File: config.mk
export PLATFORM = sky130hd
export DESIGN_NAME = dual_value_threshold_period_reporter
export DESIGN_NICKNAME = d
export VERILOG_FILES = /design/src/rtl/dvtp_pkg.sv /design/src/rtl/dvtp_regs.sv /design/src/rtl/dvtp_core.sv /design/src/rtl/dvtp_fifo.sv /design/src/rtl/dual_value_threshold_period_reporter.sv
export SDC_FILE = /design/constraint.sdc
export NUM_CORES = 2
export LEC_CHECK = 0
export ABC_AREA = 1
export BUFFER_PORTS_ARGS = -buffer_cell sky130_fd_sc_hd__buf_2
export CORE_MARGIN = 1
export CORE_UTILIZATION = 46
export CTS_BUF_LIST = sky130_fd_sc_hd__clkbuf_4
export DETAILED_ROUTE_END_ITERATION = 8
export GPL_TIMING_DRIVEN = 0
export HOLD_SLACK_MARGIN = 0.05
export PLACE_DENSITY = 0.65
export SLEW_MARGIN = 20
export SYNTH_ARGS = -nofsm -noshare
export SYNTH_HDL_FRONTEND = slang
export SYNTH_SLANG_ARGS = --single-unit
File: constraint.sdc
create_clock -name clk -period 9.2 [get_ports clk]
set_input_delay 0.46 -clock clk [delete_from_list [all_inputs] [get_ports clk]]
set_output_delay 0.46 -clock clk [all_outputs]
set_load 0.01 [all_outputs]
File: src/rtl/dvtp_pkg.sv
package dvtp_pkg;

  // Register indexes on the configuration port (byte address = 4 * index).
  localparam logic [2:0] REG_REPORT_PERIOD = 3'd0;
  localparam logic [2:0] REG_DEBOUNCE      = 3'd1;
  localparam logic [2:0] REG_WINDOW_MODE   = 3'd2;
  localparam logic [2:0] REG_LOW_A         = 3'd3;
  localparam logic [2:0] REG_HIGH_A        = 3'd4;
  localparam logic [2:0] REG_LOW_B         = 3'd5;
  localparam logic [2:0] REG_HIGH_B        = 3'd6;

  // Window comparator modes; the remaining codes behave as off.
  localparam logic [2:0] WIN_OFF     = 3'd0;
  localparam logic [2:0] WIN_OUTSIDE = 3'd1;
  localparam logic [2:0] WIN_INSIDE  = 3'd2;
  localparam logic [2:0] WIN_BELOW   = 3'd3;
  localparam logic [2:0] WIN_ABOVE   = 3'd4;

  // Report kinds.
  localparam logic KIND_PERIOD    = 1'b0;
  localparam logic KIND_THRESHOLD = 1'b1;

  localparam logic [31:0] DEBOUNCE_RESET = 32'd100;
  localparam logic [31:0] COUNT_MAX      = 32'hFFFF_FFFF;
  localparam logic [31:0] VALUE_MIN      = 32'h8000_0000;

  typedef struct packed {
    logic [31:0]        report_period;
    logic [31:0]        debounce_ticks;
    logic [2:0]         window_mode;
    logic signed [31:0] low_a;
    logic signed [31:0] high_a;
    logic signed [31:0] low_b;
    logic signed [31:0] high_b;
  } cfg_t;

  typedef struct packed {
    logic               kind;
    logic signed [31:0] value_a;
    logic signed [31:0] value_b;
    logic               last;
  } result_t;

  // Results produced by one item: count is 0, 1 or 2, first in r0.
  typedef struct packed {
    logic [1:0] count;
    result_t    r0;
    result_t    r1;
  } push_t;

endpackage

File: src/rtl/dvtp_regs.sv
module dvtp_regs
  import dvtp_pkg::*;
(
  input  logic        clk,
  input  logic        rst,
  input  logic        psel,
  input  logic        penable,
  input  logic        pwrite,
  input  logic [4:0]  paddr,
  input  logic [31:0] pwdata,
  output logic [31:0] prdata,
  output logic        pready,
  output cfg_t        cfg,
  output logic        arm
);

  logic       wr;
  logic [2:0] idx;

  assign pready = 1'b1;
  assign wr     = psel && penable && pwrite;
  assign idx    = paddr[4:2];

  // Writing the mode or any bound re-arms the hold-off counter.
  assign arm = wr && (idx == REG_WINDOW_MODE || idx == REG_LOW_A || idx == REG_HIGH_A ||
                      idx == REG_LOW_B || idx == REG_HIGH_B);

  always_ff @(posedge clk) begin
    if (rst) begin
      cfg.report_period  <= '0;
      cfg.debounce_ticks <= DEBOUNCE_RESET;
      cfg.window_mode    <= WIN_OFF;
      cfg.low_a          <= '0;
      cfg.high_a         <= '0;
      cfg.low_b          <= '0;
      cfg.high_b         <= '0;
    end else if (wr) begin
      case (idx)
        REG_REPORT_PERIOD: cfg.report_period  <= pwdata;
        REG_DEBOUNCE:      cfg.debounce_ticks <= pwdata;
        REG_WINDOW_MODE:   cfg.window_mode    <= pwdata[2:0];
        REG_LOW_A:         cfg.low_a          <= pwdata;
        REG_HIGH_A:        cfg.high_a         <= pwdata;
        REG_LOW_B:         cfg.low_b          <= pwdata;
        REG_HIGH_B:        cfg.high_b         <= pwdata;
        default: ;
      endcase
    end
  end

  always_comb begin
    case (idx)
      REG_REPORT_PERIOD: prdata = cfg.report_period;
      REG_DEBOUNCE:      prdata = cfg.debounce_ticks;
      REG_WINDOW_MODE:   prdata = {29'd0, cfg.window_mode};
      REG_LOW_A:         prdata = cfg.low_a;
      REG_HIGH_A:        prdata = cfg.high_a;
      REG_LOW_B:         prdata = cfg.low_b;
      REG_HIGH_B:        prdata = cfg.high_b;
      default:           prdata = '0;
    endcase
  end

endmodule

File: src/rtl/dvtp_core.sv
module dvtp_core
  import dvtp_pkg::*;
(
  input  logic               clk,
  input  logic               rst,
  input  cfg_t               cfg,
  input  logic               arm,
  input  logic               in_valid,
  output logic               in_ready,
  input  logic               in_calc,
  input  logic               in_msg,
  input  logic signed [31:0] in_sample,
  input  logic               room,
  output push_t              push
);

  // Input register.
  logic               s1_valid;
  logic               s1_calc;
  logic               s1_msg;
  logic signed [31:0] s1_sample;
  logic               s1_fire;

  // Channel state.
  logic signed [31:0] cur_a, cur_b;
  logic [31:0]        rep_a, rep_b;
  logic [31:0]        period_count, holdoff_count;
  logic               parity;

  // Values after the calculation tick.
  logic signed [31:0] a_c, b_c;
  logic [31:0]        per_c, hold_c;
  logic               win_hit, period_hit, thr_hit;
  result_t            res_p, res_t;

  assign s1_fire  = s1_valid && room;
  assign in_ready = !s1_valid || s1_fire;

  always_ff @(posedge clk) begin
    if (rst) begin
      s1_valid <= 1'b0;
    end else if (in_ready) begin
      s1_valid <= in_valid;
    end
  end

  always_ff @(posedge clk) begin
    if (in_ready && in_valid) begin
      s1_calc   <= in_calc;
      s1_msg    <= in_msg;
      s1_sample <= in_sample;
    end
  end

  always_comb begin
    a_c    = (s1_calc && parity) ? s1_sample : cur_a;
    b_c    = (s1_calc && !parity) ? s1_sample : cur_b;
    per_c  = (s1_calc && period_count != COUNT_MAX) ? period_count + 32'd1 : period_count;
    hold_c = (s1_calc && holdoff_count != cfg.debounce_ticks) ? holdoff_count + 32'd1
                                                              : holdoff_count;
    case (cfg.window_mode)
      WIN_OUTSIDE: win_hit = a_c < cfg.low_a || a_c > cfg.high_a ||
                             b_c < cfg.low_b || b_c > cfg.high_b;
      WIN_INSIDE:  win_hit = a_c > cfg.low_a && a_c < cfg.high_a &&
                             b_c > cfg.low_b && b_c < cfg.high_b;
      WIN_BELOW:   win_hit = a_c < cfg.low_a || b_c < cfg.low_b;
      WIN_ABOVE:   win_hit = a_c == VALUE_MIN || a_c > cfg.low_a ||
                             b_c == VALUE_MIN || b_c > cfg.low_b;
      default:     win_hit = 1'b0;
    endcase
    period_hit = s1_msg && cfg.report_period != '0 && per_c >= cfg.report_period &&
                 (rep_a != a_c || rep_b != b_c);
    thr_hit    = s1_msg && win_hit && hold_c == cfg.debounce_ticks;

    res_p = '{kind: KIND_PERIOD, value_a: a_c, value_b: b_c, last: !thr_hit};
    res_t = '{kind: KIND_THRESHOLD, value_a: a_c, value_b: b_c, last: 1'b1};

    push.r0    = period_hit ? res_p : res_t;
    push.r1    = res_t;
    push.count = s1_fire ? ({1'b0, period_hit} + {1'b0, thr_hit}) : 2'd0;
  end

  always_ff @(posedge clk) begin
    if (rst) begin
      cur_a         <= '0;
      cur_b         <= '0;
      rep_a         <= COUNT_MAX;
      rep_b         <= COUNT_MAX;
      period_count  <= '0;
      holdoff_count <= '0;
      parity        <= 1'b0;
    end else if (arm) begin
      holdoff_count <= cfg.debounce_ticks;
    end else if (s1_fire) begin
      cur_a         <= a_c;
      cur_b         <= b_c;
      parity        <= parity ^ s1_calc;
      period_count  <= period_hit ? 32'd0 : per_c;
      holdoff_count <= thr_hit ? 32'd0 : hold_c;
      if (period_hit) begin
        rep_a <= a_c;
        rep_b <= b_c;
      end
    end
  end

endmodule

File: src/rtl/dvtp_fifo.sv
module dvtp_fifo
  import dvtp_pkg::*;
#(
  parameter int DEPTH = 4
) (
  input  logic    clk,
  input  logic    rst,
  input  push_t   push,
  output logic    room,
  output logic    out_valid,
  input  logic    out_ready,
  output result_t out_data
);

  localparam int PW = (DEPTH > 1) ? $clog2(DEPTH) : 1;
  localparam int CW = $clog2(DEPTH + 1);

  result_t         mem [DEPTH];
  logic [PW-1:0]   wr_ptr, rd_ptr, wr_ptr1;
  logic [CW-1:0]   count;
  logic            pop;

  function automatic logic [PW-1:0] ptr_inc(input logic [PW-1:0] p);
    ptr_inc = (p == PW'(DEPTH - 1)) ? '0 : p + PW'(1);
  endfunction

  assign wr_ptr1   = ptr_inc(wr_ptr);
  assign out_valid = count != '0;
  assign out_data  = mem[rd_ptr];
  assign pop       = out_valid && out_ready;
  // Room for the largest burst one item can produce.
  assign room      = count <= CW'(DEPTH - 2);

  always_ff @(posedge clk) begin
    if (push.count != 2'd0) begin
      mem[wr_ptr] <= push.r0;
    end
    if (push.count == 2'd2) begin
      mem[wr_ptr1] <= push.r1;
    end
  end

  always_ff @(posedge clk) begin
    if (rst) begin
      wr_ptr <= '0;
      rd_ptr <= '0;
      count  <= '0;
    end else begin
      case (push.count)
        2'd1:    wr_ptr <= wr_ptr1;
        2'd2:    wr_ptr <= ptr_inc(wr_ptr1);
        default: ;
      endcase
      if (pop) begin
        rd_ptr <= ptr_inc(rd_ptr);
      end
      count <= count + CW'(push.count) - CW'(pop);
    end
  end

endmodule

File: src/rtl/dual_value_threshold_period_reporter.sv
// Dual-value window comparator with hold-off and periodic value reports for one
// sensor channel. Each input item carries a sample and two flags: a calculation
// tick stores the sample into value one or value two by alternating parity and
// advances the period and hold-off counters; a message tick, taken after the
// calculation tick of the same item, may emit a periodic report and then a
// threshold report, so one item yields zero, one or two result items, the last
// of them marked by m_tlast. The block takes one input item per clock: an
// accepted item waits in the input register, its whole update (one sample mux,
// the counter increments and four signed compares) is combinational, and its
// results go into a four-entry result queue; the first result of an
// item is offered once the item leaves the input register. The item in the
// input register completes only while the queue has room for two results;
// otherwise it stays there and s_tready is low. The sustained rate is one item
// per cycle as long as the output side drains at least as many results as are
// produced; each output item is shown from a registered queue entry, and
// results leave at one per cycle while m_tready is high. Configuration
// registers sit on the APB port at byte addresses 0 (report_period), 4
// (debounce_ticks), 8 (window_mode), 12 to 24 (the four bounds); writing the
// mode or a bound sets the hold-off counter to the debounce setting.
// Configuration is meant to be written only while no item is in flight.
module dual_value_threshold_period_reporter
  import dvtp_pkg::*;
(
  input  logic        clk,
  input  logic        rst,
  // Input items.
  input  logic        s_tvalid,
  output logic        s_tready,
  input  logic [31:0] s_tdata,   // [31:0] sample
  input  logic [1:0]  s_tuser,   // [0] do_calc, [1] do_message
  // Result items.
  output logic        m_tvalid,
  input  logic        m_tready,
  output logic [63:0] m_tdata,   // [31:0] value_a, [63:32] value_b
  output logic        m_tuser,   // [0] report_kind
  output logic        m_tlast,   // last_report
  // Configuration.
  input  logic        psel,
  input  logic        penable,
  input  logic        pwrite,
  input  logic [4:0]  paddr,
  input  logic [31:0] pwdata,
  output logic [31:0] prdata,
  output logic        pready
);

  cfg_t    cfg;
  logic    arm;
  logic    room;
  push_t   push;
  result_t head;

  dvtp_regs u_regs (
    .clk     (clk),
    .rst     (rst),
    .psel    (psel),
    .penable (penable),
    .pwrite  (pwrite),
    .paddr   (paddr),
    .pwdata  (pwdata),
    .prdata  (prdata),
    .pready  (pready),
    .cfg     (cfg),
    .arm     (arm)
  );

  dvtp_core u_core (
    .clk       (clk),
    .rst       (rst),
    .cfg       (cfg),
    .arm       (arm),
    .in_valid  (s_tvalid),
    .in_ready  (s_tready),
    .in_calc   (s_tuser[0]),
    .in_msg    (s_tuser[1]),
    .in_sample (s_tdata),
    .room      (room),
    .push      (push)
  );

  dvtp_fifo #(
    .DEPTH (4)
  ) u_fifo (
    .clk       (clk),
    .rst       (rst),
    .push      (push),
    .room      (room),
    .out_valid (m_tvalid),
    .out_ready (m_tready),
    .out_data  (head)
  );

  assign m_tdata = {head.value_b, head.value_a};
  assign m_tuser = head.kind;
  assign m_tlast = head.last;

endmodule

Yosys cells after proc, flatten, opt, wreduce, memory -nomap -nowiden

Memories as Yosys holds them, arrays and structs flattened. A register that Yosys moved wholly into a read port is not among the register bits.
Cells that the tools add are included.
W data, S select, Z words.

Flip-flop bits (word level): 430
Memory bits (writable): 264
Bits of input ports: 78
Output and inout bits: 101
Word-level logic and storage cells: 135
Memories kept: 1

Memories:

| name       | depth | width | rd ports | clocked after Yosys merged registers in | write ports | line            | RTL |
|---|---|---|---|---|---|---|---|
| u_fifo.mem | 4     | 66    | 1        | 1                                       | 2           | dvtp_fifo.sv:18 | `result_t mem [DEPTH];` |

$add $sub $neg: 8
Magnitude comparators: 10
Equality and inequality tests: 22
Mux-type cells: 22
Bitwise operators: 2
Reduce and logical (&&, ||, !) cells: 49

Operators by type and width:

| kind                    | count |
|---|---|
| $mux W32                | 8 |
| $pmux W32 S7            | 1 |
| $gt A32 B32 Y1          | 4 |
| $lt A32 B32 Y1          | 4 |
| $ne A32 B32 Y1          | 3 |
| $mux W66                | 1 |
| $add A32 B1 Y32 const B | 2 |
| $eq A32 B32 Y1 const B  | 2 |
| $eq A32 B32 Y1          | 1 |
| $ge A32 B32 Y1          | 1 |
| $ne A32 B32 Y1 const B  | 1 |
| $reduce_bool A32 Y1     | 1 |
| $logic_and A1 B1 Y1     | 18 |
| $reduce_and A2 Y1       | 8 |
| $logic_or A1 B1 Y1      | 13 |
| $eq A3 B2 Y1 const B    | 4 |
| $eq A3 B3 Y1 const B    | 4 |
| $mux W2                 | 6 |
| $eq A2 B2 Y1 const B    | 4 |
| $add A2 B1 Y2 const B   | 3 |
| $eq A3 B1 Y1 const B    | 2 |
| $reduce_bool A2 Y1      | 3 |
| $mux W1                 | 4 |
| $pmux W1 S4             | 1 |
| 12 further kinds        | 14 |

Depth between registers and ports, before layout

Word-level depth: 14
Depth in mapped cells: 40
Mapped depth without buffers: 38

By module

From an unflattened synthesis, not the netlist that was laid out.

Cell total of the unflattened synthesis: 5643
Area, all modules: 40842.9 µm²

By module, submodules not included:

| module    | instances | cells each | area each (µm²) |
|---|---|---|---|
| dvtp_core | 1         | 2734       | 18079.8 |
| dvtp_fifo | 1         | 1370       | 13275.2 |
| dvtp_regs | 1         | 1539       | 9487.8 |

Worst setup path after synthesis

No wires, ideal clock.

Kind: flip-flop to flip-flop
Start: register u_core.period_count[0]
End: memory u_fifo.mem[3][10] (netlist bit), enable pin
Setup time: 453 ps
Arrival: 6274 ps
Required time: 8747 ps
Setup slack: 2473 ps
Cell stages (with the launch flop): 33
Path buffers: 3
Cells stage by stage: dfxtp_1 -> ha_1 -> nand3_1 -> nor2_1 -> nand2_1 -> nor2_1 -> nand2_1 -> nand2_1 -> nor3_1 -> nand3_1 -> inv_1 -> nand2_1 -> xor2_1 -> inv_1 -> ha_1 -> nand2_1 -> nor2_1 -> a211oi_1 -> o221a_2 -> nand2_1 -> nand2_1 -> inv_1 -> nand2_2 -> inv_2 -> buf_2 -> ha_1 -> inv_1 -> nor2_1 -> inv_1 -> ha_1 -> o21ai_1 -> clkbuf_1 -> clkbuf_1

RTL lines:

| element                | line            | RTL |
|---|---|---|
| start, declared        | dvtp_core.sv:27 | `logic [31:0] period_count, holdoff_count;` |
| start signal, assigned | dvtp_core.sv:98 | `period_count <= period_hit ? 32'd0 : per_c;` |
| end, declared          | dvtp_fifo.sv:18 |  |

==> results by group <==
Worst setup path
  • Worst path most repeated cell: nor2_1
  • Slowest CP cell: nor4_1
  • CP max FO: 27
  • Register-to-Register Path Depth: 26
  • Buffer and inverter count on the worst path: 7
  • CP Data Arrival Time: about 8.7 ns
  • CP peak stage delay: 0.87 ns
  • R2r startpoint: u_core.s1_calc
  • Crit path capture type: register
  • Crit path max-delay family: simple AND/OR/NAND/NOR gates
  • CP required: 9.91 ns
  • CP Class: reg -> reg
  • R2r setup slk: 1.22 ns
  • R2R Path End: u_fifo.mem[3][48]
  • CP Launch Type: register

Timing
  • Setup Total Neg Slack: 0 ns
  • Final period util: 86.8%
  • Min Clock Period, post-route: between 7 and 8 ns
  • Max Freq: around 0.13 GHz
  • Final Hold Fails: 0
  • Worst setup margin: between 1 and 1.5 ns
  • RSZ-0062 raised after global routing: false
  • Hold_ws: 0.0950 ns
  • Slew Limit Fails: 0
  • Worst slew margin: 17.9%
  • Clock skew: 0.103 ns
  • Worst-Margin Slew: roughly 1.2 ns
  • Final setup fails: 0

Floorplanning
  • Num ports: between 150 and 200
  • Die W: 288 um
  • Starting Density: 46.6%
  • Core area: 0.0807 sq mm
  • Die Footprint: 0.0830 sq mm
  • Chip height: 288 um
  • FP Rows: between 100 and 150

Drt
  • Total number of vias: 36300
  • # DRC: 36
  • Final wirelength: 146 mm
  • Drt initial violations: 4138
  • Drt pass-1 iters: 9
  • DR vias/cell: 5.58
  • Routed Antenna Nets: 0
  • Routed wire length per instance: 22.3 um

Yosys
  • Post-synth ARST share: 0%
  • Mux share of post-synthesis cell area: 0%
  • Mapped Cells: about 4800
  • Post-Synth Adder-Cell Area: 5.94%
  • Netlist cell types: 60
  • Post-synthesis net count: around 5000
  • Syn_area_per_cell: 7.78 sq um
  • Post-synth EDFFs: 290
  • Xor and xnor area share after synthesis: under 10%
  • Register area share after synthesis: 44.7%
  • Synthesis Warnings: 0
  • Main combinational cell family by area after synthesis: simple AND/OR/NAND/NOR gates
  • Mapped cell area: 0.0376 sq mm
  • Top_reg_cell synth: dfxtp_1
  • Synth Area in Simple Gates: 19.0%
  • Register bit total from synthesis: slightly below 700
  • Compound-Gate Fraction of Synth Area: around 17%

Worst hold path
  • Hold path depth: 2
  • Min-Delay Path Class: in -> reg
  • Hold Path Sink: u_core.s1_sample[31]
  • Hold Startpoint: s_tdata[31]

Place
  • RePlAce Congestion: 1.02
  • Hpwl dp: 108 mm
  • DP Worst Slack: 1.52 ns
  • Dpl cells: approximately 6000
  • PortBufs: around 180

CTS
  • Clock tree buffer depth: 3
  • CTS Buf Count: 188
  • Clock Pin Slew Worst Setup and Hold Paths: 0.07 ns
  • CTS tree: built
  • CTS sink count: 696
  • Post-CTS Setup Repair Bufs: 0
  • Clk root buf: clkbuf_4
  • Htree depth: 4
  • Clock Latency Late Sink: approximately 1.1 ns

Cells and area
  • NumNets Final: 5551
  • Most frequent cells in the layout: nand2_1 (940), inv_1 (738), dfxtp_1 (406)
  • Fraction of layout cells with a size suffix above 1: about 11%
  • Fillers: 7860
  • Commonest non-fill, non-tap cell in the layout: nand2_1
  • Area Overhead vs Synth: 15.2%
  • Non-filler cells, final: 6513

GRT
  • GRT Total Usage: 34.7%
  • Initial antenna violation count: 10
  • Vias in the first global route: 34000
  • Remaining global-route overflow: 0
  • First-pass GRT wire length: 213 mm
  • Pin count of the biggest net entering global routing: 49

Pwr
  • P per Cell Area: 206 mW/mm^2
  • VDD IR max: 0.0993 mV
  • Leak Pwr: between 15 and 20 nW

Status
  • Status: finished, violations left
  • Failing checks: design-rule violations

Run
  • Max Cap Viol: 0
-- how the worst max path moves through the flow --
stage	end	startpoint	cells past startpoint	slack [ns]
after floorplan	u_fifo.mem[3][10]	u_core.period_count[0]	32	2.47
after global routing	u_fifo.mem[3][53]	u_core.s1_calc	27	0.98
after CTS	u_fifo.mem[3][48]	u_core.s1_calc	27	1.43
final	u_fifo.mem[3][48]	u_core.s1_calc	26	1.22
after global placement	u_fifo.mem[3][48]	u_core.s1_calc	26	-1.53
after detailed placement	u_fifo.mem[3][24]	u_core.s1_calc	27	1.52
-- registers in the layout, indices dropped and copies added, names as in the netlist, named ones only --
name,flops
u_core.holdoff_count,32
u_core.parity,1
u_core.rep_b,32
u_regs.cfg,195
u_core.cur_a,32
u_core.s1_sample,32
u_core.s1_msg,1
u_core.cur_b,32
u_core.s1_valid,1
u_fifo.mem,264
u_fifo.rd_ptr,2
u_core.rep_a,32
u_fifo.wr_ptr,2
u_core.period_count,32
u_fifo.count,3
u_core.s1_calc,1
-- layout make-up --
cell class | count | area, sq um | share of cell area [%]
antenna | 4 | 10.0 | 0.0231
buffer | 261 | 1190 | 2.75
clock buffer | 288 | 2160 | 4.99
clock inverter | 56 | 318 | 0.733
inverter | 753 | 2830 | 6.52
multi-input combinational | 3130 | 16800 | 38.8
sequential | 696 | 16800 | 38.9
tap | 1060 | 1330 | 3.06
timing repair buffer | 265 | 1850 | 4.27
-- metrics by stage --
step / utilization [%] / instance area [sq um] / power, mW
2_1_floorplan: - / 37600 / 4.98
4_1_cts: 53.7 / 43300 / 8.88
3_3_place_gp: 49.4 / 39800 / 5.95
5_1_grt: 53.7 / 43300 / 9.33
6_report: 53.7 / 43300 / 8.91
3_5_place_dp: 49.6 / 40000 / 5.98
-- power breakdown --
group          total [mW]  internal (mW)  switching (mW)
Combinational        2.60          0.782            1.82
Sequential           3.40           3.32          0.0784
Clock                2.91           1.49            1.42
Total                8.91           5.59            3.32
-- worst reg2reg max path, delay by kind of cell, from the launching register on --
kind | cells | cell delay, ns
flip-flops | 1 | 0.51
AND/OR/NAND/NOR | 13 | 2.71
adder cells (fa/ha/maj) | 4 | 1.24
AO/OA/AOI/OAI | 2 | 1.30
buffers and inverters | 7 | 1.88
-- per-layer routing --
metal	track usage, %	share of wire, %	wire length (um)	up-vias
li1	-	-	-	17000
met1	44.1	39	56400	16800
met2	54.4	45	64900	2046
met3	7.90	11	15600	455
met4	19.4	5.9	8540	4
met5	0	0.019	28	-
-- repair_timing --
action	CTS	global route
hold buffers	84	0
hold endpoints to repair	243	0
resized for setup	0	0
-- cell families (layout without fill, tap and decap cells) --
| family | Yosys count | in the layout |
|---|---|---|
| adder cells (fa/ha/maj) | 178 | 178 |
| AO/OA/AOI/OAI | 1095 | 1095 |
| flip-flops | 696 | 696 |
| XOR/XNOR | 128 | 128 |
| AND/OR/NAND/NOR | 1728 | 1728 |
| other | 1 | 5 |
| buffers and inverters | 1014 | 1623 |
-- cells in the mapped netlist (31+ instances only) --
cell type | number | area (sq um)
nand3_1 | 263 | 1320
nand4_1 | 48 | 300
inv_1 | 738 | 2770
nor2_1 | 381 | 1430
xnor2_1 | 50 | 438
xor2_1 | 78 | 683
nor3_1 | 45 | 225
nand2_1 | 940 | 3530
ha_1 | 177 | 2210
dfxtp_1 | 406 | 8130
clkbuf_1 | 188 | 706
o221ai_1 | 31 | 272
a21oi_1 | 384 | 1920
o22ai_1 | 133 | 832
o21ai_0 | 396 | 1980
edfxtp_1 | 290 | 8710
Power figures use the tool's default switching activity.
